`config.mk`:
```
export PLATFORM = sky130hd
export DESIGN_NAME = ansi_sgr_attribute_parser
export DESIGN_NICKNAME = d
export VERILOG_FILES = /design/src/hw/rtl/sgr_pkg.sv /design/src/hw/rtl/sgr_ctrl.sv /design/src/hw/rtl/sgr_dp.sv /design/src/hw/rtl/ansi_sgr_attribute_parser.sv
export SDC_FILE = /design/constraint.sdc
export NUM_CORES = 1
export LEC_CHECK = 0
export BUFFER_PORTS_ARGS = -buffer_cell sky130_fd_sc_hd__buf_2
export CORE_MARGIN = 5
export CORE_UTILIZATION = 25
export CTS_CLUSTER_SIZE = 14
export DETAILED_ROUTE_END_ITERATION = 10
export HOLD_SLACK_MARGIN = 0.06
export SETUP_SLACK_MARGIN = 0.05
export SLEW_MARGIN = 20
export SYNTH_ARGS = -nofsm -noshare
export SYNTH_HDL_FRONTEND = slang
export SYNTH_SLANG_ARGS = --single-unit
```
`constraint.sdc`:
```
create_clock -name clk -period 6.3 [get_ports clk]
set_input_delay 1.26 -clock clk [delete_from_list [all_inputs] [get_ports clk]]
set_output_delay 1.26 -clock clk [all_outputs]
set_load 0.02 [all_outputs]
```
`src/hw/rtl/sgr_pkg.sv`:
```
`timescale 1ns / 1ps
// ----------------------------------------------------------------------------
// sgr_pkg
// Shared types, character codes and attribute decode for the SGR parser.
// ----------------------------------------------------------------------------
package sgr_pkg;

  // character codes
  localparam logic [7:0] ESC_BYTE      = 8'd27;
  localparam logic [7:0] CHAR_LBRACKET = 8'h5B;
  localparam logic [7:0] CHAR_M        = 8'h6D;
  localparam logic [7:0] CHAR_SEMI     = 8'h3B;
  localparam logic [7:0] CHAR_ZERO     = 8'h30;
  localparam logic [7:0] CHAR_NINE     = 8'h39;

  // sgr code values
  localparam logic [9:0] CODE_MAX       = 10'd999;
  localparam logic [9:0] SGR_RESET      = 10'd0;
  localparam logic [9:0] SGR_BOLD       = 10'd1;
  localparam logic [9:0] SGR_NORMAL     = 10'd22;
  localparam logic [9:0] SGR_FG_FIRST   = 10'd30;
  localparam logic [9:0] SGR_FG_LAST    = 10'd37;
  localparam logic [9:0] SGR_FG_DEFAULT = 10'd39;
  localparam logic [9:0] SGR_HI_FIRST   = 10'd90;
  localparam logic [9:0] SGR_HI_LAST    = 10'd97;
  localparam logic [3:0] FG_PAIR_BASE   = 4'd2;

  // escape parse mode
  typedef enum logic [2:0] {
    MODE_TEXT = 3'b001,
    MODE_ESC  = 3'b010,
    MODE_CSI  = 3'b100
  } mode_t;

  // controller states
  typedef enum logic [3:0] {
    ST_IDLE  = 4'b0001,
    ST_PREP  = 4'b0010,
    ST_FLUSH = 4'b0100,
    ST_LIT   = 4'b1000
  } state_t;

  typedef struct packed {
    logic [3:0] pair;
    logic       bold;
  } attr_t;

  // controller to datapath
  typedef struct packed {
    logic accept;
    logic prep;
    logic flush_pop;
    logic lit_pop;
  } cmd_t;

  // datapath to controller
  typedef struct packed {
    logic go_flush;
    logic out_free;
    logic flush_last;
    logic lit_pend;
  } sts_t;

  // apply one sgr code to an attribute
  function automatic attr_t apply_code(input logic [9:0] code, input attr_t cur);
    attr_t r;
    r = cur;
    if (code == SGR_RESET) begin
      r.pair = 4'd0;
      r.bold = 1'b0;
    end else if (code == SGR_BOLD) begin
      r.bold = 1'b1;
    end else if (code == SGR_NORMAL) begin
      r.bold = 1'b0;
    end else if (code >= SGR_FG_FIRST && code <= SGR_FG_LAST) begin
      r.pair = FG_PAIR_BASE + 4'(code - SGR_FG_FIRST);
    end else if (code == SGR_FG_DEFAULT) begin
      r.pair = 4'd0;
    end else if (code >= SGR_HI_FIRST && code <= SGR_HI_LAST) begin
      r.pair = FG_PAIR_BASE + 4'(code - SGR_HI_FIRST);
      r.bold = 1'b1;
    end
    return r;
  endfunction

endpackage

```
`src/hw/rtl/sgr_ctrl.sv`:
```
`timescale 1ns / 1ps
// ----------------------------------------------------------------------------
// sgr_ctrl
// Sequencer: takes bytes, then walks the parameter flush and trailing literal.
// ----------------------------------------------------------------------------
module sgr_ctrl
  import sgr_pkg::*;
(
  input  logic clk,
  input  logic rst,
  input  logic in_valid,
  output logic in_ready,
  input  sts_t sts,
  output cmd_t cmd
);

  state_t state, state_next;

  // handshake and commands
  assign in_ready      = (state == ST_IDLE) && sts.out_free;
  assign cmd.accept    = in_valid && in_ready;
  assign cmd.prep      = (state == ST_PREP);
  assign cmd.flush_pop = (state == ST_FLUSH) && sts.out_free;
  assign cmd.lit_pop   = (state == ST_LIT) && sts.out_free;

  // next state
  always_comb begin
    state_next = state;
    case (state)
      ST_IDLE: begin
        if (cmd.accept && sts.go_flush) state_next = ST_PREP;
      end
      ST_PREP: begin
        state_next = ST_FLUSH;
      end
      ST_FLUSH: begin
        if (cmd.flush_pop && sts.flush_last) begin
          state_next = sts.lit_pend ? ST_LIT : ST_IDLE;
        end
      end
      ST_LIT: begin
        if (cmd.lit_pop) state_next = ST_IDLE;
      end
      default: state_next = ST_IDLE;
    endcase
  end

  always_ff @(posedge clk) begin
    if (rst) state <= ST_IDLE;
    else     state <= state_next;
  end

  // checks
  a_flush_start: assert property (@(posedge clk) disable iff (rst)
    cmd.accept && sts.go_flush |=> state == ST_PREP)
    else $error("flush did not start after a malformed sequence");

  a_prep_once: assert property (@(posedge clk) disable iff (rst)
    state == ST_PREP |=> state == ST_FLUSH)
    else $error("prefetch cycle not followed by flush");

  a_lit_pending: assert property (@(posedge clk) disable iff (rst)
    state == ST_LIT |-> sts.lit_pend)
    else $error("literal state without pending literal");

endmodule

```
`src/hw/rtl/sgr_dp.sv`:
```
`timescale 1ns / 1ps
// ----------------------------------------------------------------------------
// sgr_dp
// Datapath: escape decode, attribute registers, parameter buffer, result reg.
// ----------------------------------------------------------------------------
module sgr_dp
  import sgr_pkg::*;
#(
  parameter int PARAM_DEPTH = 31
) (
  input  logic       clk,
  input  logic       rst,
  input  cmd_t       cmd,
  output sts_t       sts,
  input  logic [7:0] in_byte,
  input  logic       end_of_text,
  input  logic       out_ready,
  output logic       out_valid,
  output logic [7:0] out_char,
  output logic [3:0] fg_pair,
  output logic       bold,
  output logic       last_of_run
);

  localparam int CNT_W = $clog2(PARAM_DEPTH + 1);
  localparam int IDX_W = $clog2(PARAM_DEPTH);
  localparam logic [CNT_W-1:0] DEPTH_C = CNT_W'(PARAM_DEPTH);

  // parse state
  mode_t            mode, mode_next;
  attr_t            live, live_next;
  attr_t            shadow, shadow_next;
  logic [9:0]       code, code_next;
  logic [CNT_W-1:0] count, count_next;

  // flush bookkeeping
  logic [CNT_W-1:0] flush_len;
  logic [CNT_W-1:0] idx;
  logic [7:0]       lit_byte;
  logic             lit_pend;

  // buffer memory
  logic [7:0]       mem [PARAM_DEPTH];
  logic [7:0]       rd_data;
  logic [CNT_W-1:0] rd_addr;

  // decode results for the offered byte
  logic             wr_en;
  logic             emit;
  logic [CNT_W-1:0] flush_n;
  logic             is_digit;
  logic             is_sep;
  logic [13:0]      code_wide;
  logic             out_load;

  assign is_digit  = (in_byte >= CHAR_ZERO) && (in_byte <= CHAR_NINE);
  assign is_sep    = (in_byte == CHAR_SEMI);
  assign code_wide = {1'b0, code, 3'b000} + {3'b000, code, 1'b0} + {6'd0, in_byte - CHAR_ZERO};

  // byte decode
  always_comb begin
    mode_next   = mode;
    live_next   = live;
    shadow_next = shadow;
    code_next   = code;
    count_next  = count;
    wr_en       = 1'b0;
    emit        = 1'b0;
    flush_n     = '0;
    case (mode)
      MODE_ESC: begin
        if (in_byte == CHAR_LBRACKET) begin
          mode_next   = MODE_CSI;
          shadow_next = live;
          code_next   = '0;
          count_next  = '0;
        end else if (in_byte == ESC_BYTE) begin
          mode_next = MODE_ESC;
        end else begin
          mode_next = MODE_TEXT;
          emit      = 1'b1;
        end
      end
      MODE_CSI: begin
        if (in_byte == CHAR_M) begin
          live_next  = apply_code(code, shadow);
          code_next  = '0;
          count_next = '0;
          mode_next  = MODE_TEXT;
        end else if (is_digit || is_sep) begin
          if (count >= DEPTH_C) begin
            // buffer overflow: flush, then the byte itself as a literal
            flush_n    = count;
            count_next = '0;
            code_next  = '0;
            mode_next  = MODE_TEXT;
            emit       = 1'b1;
          end else begin
            wr_en      = 1'b1;
            count_next = count + 1'b1;
            if (is_digit) begin
              code_next = (code_wide > 14'(CODE_MAX)) ? CODE_MAX : code_wide[9:0];
            end else begin
              shadow_next = apply_code(code, shadow);
              code_next   = '0;
            end
          end
        end else begin
          // malformed sequence: flush, then handle as plain text
          flush_n    = count;
          count_next = '0;
          code_next  = '0;
          if (in_byte == ESC_BYTE) begin
            mode_next = MODE_ESC;
          end else begin
            mode_next = MODE_TEXT;
            emit      = 1'b1;
          end
        end
      end
      default: begin
        if (in_byte == ESC_BYTE) begin
          mode_next = MODE_ESC;
        end else begin
          mode_next = MODE_TEXT;
          emit      = 1'b1;
        end
      end
    endcase
    // end of text flushes a pending sequence
    if (end_of_text) begin
      if (mode_next == MODE_CSI) flush_n = count_next;
      mode_next  = MODE_TEXT;
      code_next  = '0;
      count_next = '0;
    end
  end

  // status
  assign sts.go_flush   = (flush_n != '0);
  assign sts.out_free   = !out_valid || out_ready;
  assign sts.flush_last = ((idx + 1'b1) == flush_len);
  assign sts.lit_pend   = lit_pend;

  // parse state registers
  always_ff @(posedge clk) begin
    if (rst) begin
      mode   <= MODE_TEXT;
      live   <= '0;
      shadow <= '0;
      code   <= '0;
      count  <= '0;
    end else if (cmd.accept) begin
      mode   <= mode_next;
      live   <= live_next;
      shadow <= shadow_next;
      code   <= code_next;
      count  <= count_next;
    end
  end

  // flush bookkeeping
  always_ff @(posedge clk) begin
    if (rst) begin
      lit_pend  <= 1'b0;
      flush_len <= '0;
      idx       <= '0;
    end else begin
      if (cmd.accept) begin
        lit_pend  <= emit && (flush_n != '0);
        flush_len <= flush_n;
      end else if (cmd.lit_pop) begin
        lit_pend <= 1'b0;
      end
      if (cmd.prep) idx <= '0;
      else if (cmd.flush_pop) idx <= idx + 1'b1;
    end
  end

  always_ff @(posedge clk) begin
    if (cmd.accept) lit_byte <= in_byte;
  end

  // parameter buffer, registered read
  always_comb begin
    if (cmd.prep) rd_addr = '0;
    else if (cmd.flush_pop) rd_addr = idx + 1'b1;
    else rd_addr = idx;
  end

  always_ff @(posedge clk) begin
    if (cmd.accept && wr_en) mem[count[IDX_W-1:0]] <= in_byte;
    rd_data <= mem[rd_addr[IDX_W-1:0]];
  end

  // result register
  assign out_load = (cmd.accept && emit && (flush_n == '0)) || cmd.flush_pop || cmd.lit_pop;

  always_ff @(posedge clk) begin
    if (rst) out_valid <= 1'b0;
    else if (out_load) out_valid <= 1'b1;
    else if (out_ready) out_valid <= 1'b0;
  end

  always_ff @(posedge clk) begin
    if (cmd.flush_pop) begin
      out_char    <= rd_data;
      last_of_run <= sts.flush_last && !lit_pend;
    end else if (cmd.lit_pop) begin
      out_char    <= lit_byte;
      last_of_run <= 1'b1;
    end else if (out_load) begin
      out_char    <= in_byte;
      last_of_run <= 1'b1;
    end
    if (out_load) begin
      fg_pair <= live.pair;
      bold    <= live.bold;
    end
  end

  // checks
  a_count_bound: assert property (@(posedge clk) disable iff (rst)
    count <= DEPTH_C)
    else $error("parameter count beyond buffer depth");

  a_flush_range: assert property (@(posedge clk) disable iff (rst)
    cmd.flush_pop |-> idx < flush_len)
    else $error("flush read past buffered bytes");

  a_idle_csi: assert property (@(posedge clk) disable iff (rst)
    cmd.accept && end_of_text |=> mode == MODE_TEXT && count == '0)
    else $error("end of text left a pending sequence");

endmodule

```
`src/hw/rtl/ansi_sgr_attribute_parser.sv`:
```
`timescale 1ns / 1ps
// A text byte needing no flush is in the output register in the cycle after it is taken.
// One byte is taken per cycle for text and escape bytes while the output drains.
// A malformed or truncated sequence with N buffered bytes is flushed via a prep state, then
// one read per cycle while the output drains, then any trailing literal; no byte is taken.
// Reset (rst, synchronous, active high) clears parse mode, attributes, code and counts;
// the parameter buffer is not cleared.
// ----------------------------------------------------------------------------
// ansi_sgr_attribute_parser
// Splits a byte stream into literals tagged with the SGR color pair and bold.
// ----------------------------------------------------------------------------
module ansi_sgr_attribute_parser
  import sgr_pkg::*;
#(
  parameter int PARAM_DEPTH = 31
) (
  input  logic       clk,
  input  logic       rst,
  input  logic       in_valid,
  output logic       in_ready,
  input  logic [7:0] in_byte,
  input  logic       end_of_text,
  output logic       out_valid,
  input  logic       out_ready,
  output logic [7:0] out_char,
  output logic [3:0] fg_pair,
  output logic       bold,
  output logic       last_of_run
);

  cmd_t cmd;
  sts_t sts;

  // sequencer
  sgr_ctrl u_ctrl (
    .clk      (clk),
    .rst      (rst),
    .in_valid (in_valid),
    .in_ready (in_ready),
    .sts      (sts),
    .cmd      (cmd)
  );

  // datapath
  sgr_dp #(
    .PARAM_DEPTH (PARAM_DEPTH)
  ) u_dp (
    .clk         (clk),
    .rst         (rst),
    .cmd         (cmd),
    .sts         (sts),
    .in_byte     (in_byte),
    .end_of_text (end_of_text),
    .out_ready   (out_ready),
    .out_valid   (out_valid),
    .out_char    (out_char),
    .fg_pair     (fg_pair),
    .bold        (bold),
    .last_of_run (last_of_run)
  );

endmodule

```
# After elaboration in Yosys (flattened, before gate mapping)
# Memories as Yosys holds them, arrays and structs flattened. A register that Yosys moved wholly into a read port is not among the register bits.
# Cells that the tools add are included.
# totals
regBits	66
latch_bits	0
ram_bits	248
rom_bits	0
inputBits	13
output_inout_bits	16
word_cells	163
mem_count	1
# op_classes
n_addsub	9
mul	0
n_div	0
magnitude_cmp	8
n_eq_ne	24
n_shift	0
mux	72
bitwise_logic	0
reduce_logical	32
# mem_list
memory	words	word_bits	read_ports	rd_ports_with_merged_regs	wr	line_no	text
u_dp.mem	31	8	1	1	1	sgr_dp.sv:43	logic [7:0] mem [PARAM_DEPTH];
# op_table
op	n
5-bit 2-to-1 mux	20
10-bit 2-to-1 mux	7
4-bit 2-to-1 mux	8
8-bit 2-to-1 mux	3
1-bit 2-to-1 mux	22
10-bit case mux with 2 select lines	1
5-bit case mux with 2 select lines	2
8-bit by 7-bit == test with 1-bit output, second input constant	2
4-bit case mux with 4 select lines	1
3-bit 2-to-1 mux	5
13-bit by 11-bit adder with 14-bit output	1
14-bit by 8-bit adder with 14-bit output	1
14-bit by 10-bit greater-than comparator with 1-bit output, second input constant	1
1-bit logical AND	14
5-bit by 1-bit adder with 5-bit output, second input constant	2
10-bit by 1-bit == test with 1-bit output, second input constant	1
10-bit by 5-bit == test with 1-bit output, second input constant	1
10-bit by 6-bit == test with 1-bit output, second input constant	1
10-bit by 5-bit greater-or-equal comparator with 1-bit output, second input constant	1
10-bit by 7-bit greater-or-equal comparator with 1-bit output, second input constant	1
10-bit by 6-bit <= comparator with 1-bit output, second input constant	1
10-bit by 7-bit <= comparator with 1-bit output, second input constant	1
10-bit zero test	1
2-bit inequality test, second input constant	5
other kinds (28)	42

# Longest topological paths before layout
# logic_depth
ltp_word	16
mapped_depth	13
depth_no_buf	12

# By module
# Synthesis repeated with hierarchy kept, for this count alone.
# unflattened
cells_unflattened	964
area_unflattened_um2	14505.2
# modules_own_cells
mod	instances	cells_each	area_per_inst_um2
sgr_dp	1	924	14138.6
sgr_ctrl	1	40	366.6

# Worst setup path after synthesis
# OpenSTA, ideal clock, no wires.
# synth_timing
path_type	input port to flip-flop
start	input in_byte[4]
end	register u_dp.code[2]
arrival_time_ps	3870
required_time_ps	6160
setup_slack_ps	2290
cell_stages	13
n_path_buf	1
cell_sequence	ha_1 -> xor2_1 -> fa_1 -> inv_1 -> ha_1 -> nand3_1 -> o211ai_1 -> nor2_1 -> nor2b_1 -> or4_1 -> clkbuf_1 -> a22oi_1 -> a221oi_1
# synth_via
elab_chain_cells	10
word_cells_on_any_way	19
# synth_rtl
item	line_no	text
start: declaration	ansi_sgr_attribute_parser.sv:21	input logic [7:0] in_byte,
8-bit by 6-bit subtractor with 8-bit output	sgr_dp.sv:58	assign code_wide = {1'b0, code, 3'b000} + {3'b000, code, 1'b0} + {6'd0, in_byte - CHAR_ZERO};
14-bit by 8-bit adder with 14-bit output	sgr_dp.sv:58	
14-bit by 10-bit greater-than comparator with 1-bit output	sgr_dp.sv:102	code_next = (code_wide > 14'(CODE_MAX)) ? CODE_MAX : code_wide[9:0];
10-bit 2-to-1 mux	sgr_dp.sv:102	
10-bit 2-to-1 mux	sgr_dp.sv:101	if (is_digit) begin
10-bit 2-to-1 mux	sgr_dp.sv:91	if (count >= DEPTH_C) begin
10-bit 2-to-1 mux	sgr_dp.sv:90	end else if (is_digit || is_sep) begin
10-bit 2-to-1 mux	sgr_dp.sv:85	if (in_byte == CHAR_M) begin
10-bit case mux with 2 select lines	sgr_dp.sv:70	case (mode)
10-bit 2-to-1 mux	sgr_dp.sv:131	if (end_of_text) begin
end signal: assignment	sgr_dp.sv:157	code <= code_next;
end: declaration	sgr_dp.sv:33	logic [9:0] code, code_next;
# Several ways; a longest one is shown, not always the timed one.
# A chain may end at the register's enable or synchronous reset.

# Worst setup path after layout
# layout_timing
start	input in_byte[5]
end	register u_dp.code[0]
# The elaborated chain is that of the path after synthesis.

==> flow_summary.yaml <==
sta:
  slew_headroom_pct: 34.5
  hold_viol: 0
  rsz0062_at_grt: "no"
  layout_setup_ws_ps: 1880
  fin_hold_ws_ps: 468
  fin_crit_ps: 4420
  min_period_over_period_pct: 70.2
  clock_skew_ps: 22.9
  drv_slew: 0
  fin_setup_tns_ps: 0
  worstMarginPinSlew_ps: 976
  fmax_ghz: 0.226
  setup_viol: 0
cells_and_area:
  diodes: 0
  fill_cells: 5689
  area_delta_synth_final_pct: 14.5
  layout.cells.non_filler: 1987
  layout-drive-gt1-share_pct: 9.50
  fin_util_pct: 29.0
  fin_area_um2: 16500
  final_nets: 1254
synthesis:
  ys_seq_area_share_pct: 63.6
  ys_warn_count: 0
  yosys_register_bits: 322
  syn_inst: 1187
  synthFlopType: "edfxtp_1"
  synth_area_um2: 14400
  yosys.cell_types.count: 72
  syn-num-nets: 1235
  synth_top_cell_area_share_pct: 56.4
  syn_avg_cell_area_um2: 12.1
  synth_edf_count: 270
  async_flop_share_pct: 0
  synthTopCellsByArea: "edfxtp_1, dfxtp_1, nand2_1"
  yosysTopAreaCell: "edfxtp_1"
power:
  total_power_mw: 4.44
  swShare_pct: 20.5
  vdd_drop_max_mv: 0.146
  pwr-share-clk_pct: 45.1
  internal_power_mw: 3.53
  p_sw_mw: 0.909
  power_leakage_nw: 5.41
  p_comb_share_pct: 2.5
  power_frac_seq_pct: 52.3
  power_density_nw_per_um2: 270
placed_design:
  dp_cells: 1925
  dpl.hpwl_um: 24400
  dp_slack_ps: 1380
  place_area_um2: 15300
  gp_congestion: 0.793
  port_buffers: 28
detailed_routing:
  wire_per_inst_um: 18.4
  drtAntennaViolNets: 0
  wl_um: 36600
  vias: 9590
  drc: 0
  drt_iter0_markers: 940
  vias_per_cell: 4.83
  firstDrtPassIters: 5
setup_path:
  crit_type: "input pin to flip-flop"
  r2r_slack_ps: 2220
  cp.required_ps: 6630
  critPathArrivalTime_ps: 4750
  crit_fanout: 22
  endpoint_kind: "flip-flop"
  cp-start-kind: "input pin"
outcome:
  status: "finished clean"
cts:
  cts_setup_buffers: 0
  worst_skew_pair.late_latency_ps: 510
  cts_resized: 0
  hold_buffers: 0
  htree_levels: 2
  cts_buffers: 35
  clock_sinks: 322
  clk_pin_slew_ps: 60
  cts_tree: "done"
  cts_root_buffer: "clkbuf_16"
  clock_path_buffers: 3
floorplanning:
  die_h_um: 250
  dieArea_um2: 62400
  coreArea_um2: 56700
  start_util_pct: 25.3
  io_pins: 29
  rows: 87
  die_x_um: 250
global_routing:
  antenna_found_initial: 1
  grt-ovfl-total: 0
  grt_util_all_layers_pct: 11.3
  grt_max_degree: 63
  grt_pass1_vias: 9359
  grt_pass1_wl_um: 56600
run:
  max_cap_violations: 0
hold_path:
  hold_class: "flip-flop to flip-flop"
final cells by class:
| type | count | area [µm²] | share of cell area, % |
|---|---|---|---|
| multi-input combinational | 773 | 4870 | 29.6 |
| clock buffer | 52 | 1000 | 6.07 |
| clock inverter | 10 | 118 | 0.715 |
| sequential | 322 | 9150 | 55.6 |
| inverter | 32 | 120 | 0.730 |
| timing repair buffer | 42 | 258 | 1.57 |
| tap | 756 | 946 | 5.75 |
cells in the final DEF (no fill, tap or decap), types with 13 or more instances in the layout:
master,instances
nor2_1,88
inv_1,32
nand3_1,31
o21ai_0,36
a21oi_1,68
ha_1,29
nand2_1,182
a211oi_1,37
buf_2,28
mux2i_1,44
dfxtp_1,52
clkbuf_16,35
and3_1,26
edfxtp_1,270
a22oi_1,13
buf_4,13
path summary, 6_finish.rpt:
kind,from,to,depth (start not counted)
min,u_dp.live[4],u_dp.fg_pair[3],0
max reg2reg,u_ctrl.state[0],u_dp.rd_data[7],8
max,in_byte[5],u_dp.code[0],12
min reg2reg,u_dp.live[4],u_dp.fg_pair[3],0
Yosys cell counts, types with 4 or more instances:
| library cell | n |
|---|---|
| nor2_1 | 89 |
| o221ai_1 | 7 |
| nand2b_1 | 5 |
| mux2i_1 | 46 |
| o21a_1 | 8 |
| and2_1 | 7 |
| nor3_1 | 10 |
| o2bb2ai_1 | 8 |
| a21boi_0 | 5 |
| clkbuf_1 | 38 |
| xor2_1 | 7 |
| ha_1 | 29 |
| a21oi_1 | 68 |
| o32ai_1 | 8 |
| a311oi_1 | 12 |
| nand3_1 | 31 |
| nand4_1 | 7 |
| fa_1 | 6 |
| nor2b_1 | 10 |
| o211ai_1 | 5 |
| a31oi_1 | 12 |
| inv_1 | 32 |
| a22oi_1 | 13 |
| and3_1 | 26 |
| buf_2 | 18 |
| o2111ai_1 | 8 |
| nor4_1 | 13 |
| edfxtp_1 | 270 |
| a221oi_1 | 6 |
| or2_2 | 4 |
| xnor2_1 | 9 |
| a211oi_1 | 37 |
| nand2_1 | 183 |
| o21ai_0 | 36 |
| or3_1 | 4 |
| dfxtp_1 | 52 |
routing by layer:
layer	GRT usage (%)	wire, µm	part of all wire [%]	vias to the layer above
met1	15.3	16200	44	4735
met2	19.1	17700	48	279
met3	1.55	1850	5.1	59
li1	-	-	-	4517
met5	0	0	0	-
met4	2.99	890	2.4	0
sequential cells by signal (all words and copies together), names as in the netlist:
signal / count
u_dp.last_of_run: 1
u_dp.out_char: 8
u_dp.mode: 3
u_dp.code: 10
u_dp.live: 5
u_dp.mem: 248
u_dp.rd_data: 8
u_dp.lit_byte: 8
u_dp.shadow: 5
u_dp.lit_pend: 1
u_dp.count: 5
u_dp.bold: 1
u_dp.fg_pair: 4
u_dp.flush_len: 5
u_dp.out_valid: 1
u_ctrl.state: 4
u_dp.idx: 5
logic make-up (layout without fill, tap and decap cells):
logic type | after synthesis | after routing | share of synthesized area, %
AND/OR/NAND/NOR | 416 | 416 | 13.8
flip-flops | 322 | 322 | 63.6
AO/OA/AOI/OAI | 258 | 258 | 12.2
buffers and inverters | 92 | 136 | 2.69
multiplexers | 48 | 48 | 3.36
adder cells (fa/ha/maj) | 35 | 35 | 3.36
XOR/XNOR | 16 | 16 | 0.975
critical path, cell delays in order:
cell and delay [ps]:
buf_2 400, buf_4 320, ha_1 270, fa_1 480, inv_1 40, ha_1 340, o21a_1 170, o21a_1 130
o21ai_0 100, or4_1 640, a22oi_1 430, a221oi_1 140
power groups by stage:
stage                     sequential (mW)  combinational (mW)  clock, mW
after detailed placement             2.37               0.115          0
after CTS                            2.32               0.115       2.04
final                                2.32               0.113       2.00
after global placement               2.37               0.113          0
after floorplan                      2.37              0.0444          0
after global routing                 2.32               0.124       2.12
Note: power is estimated with default switching activity, not from simulation.
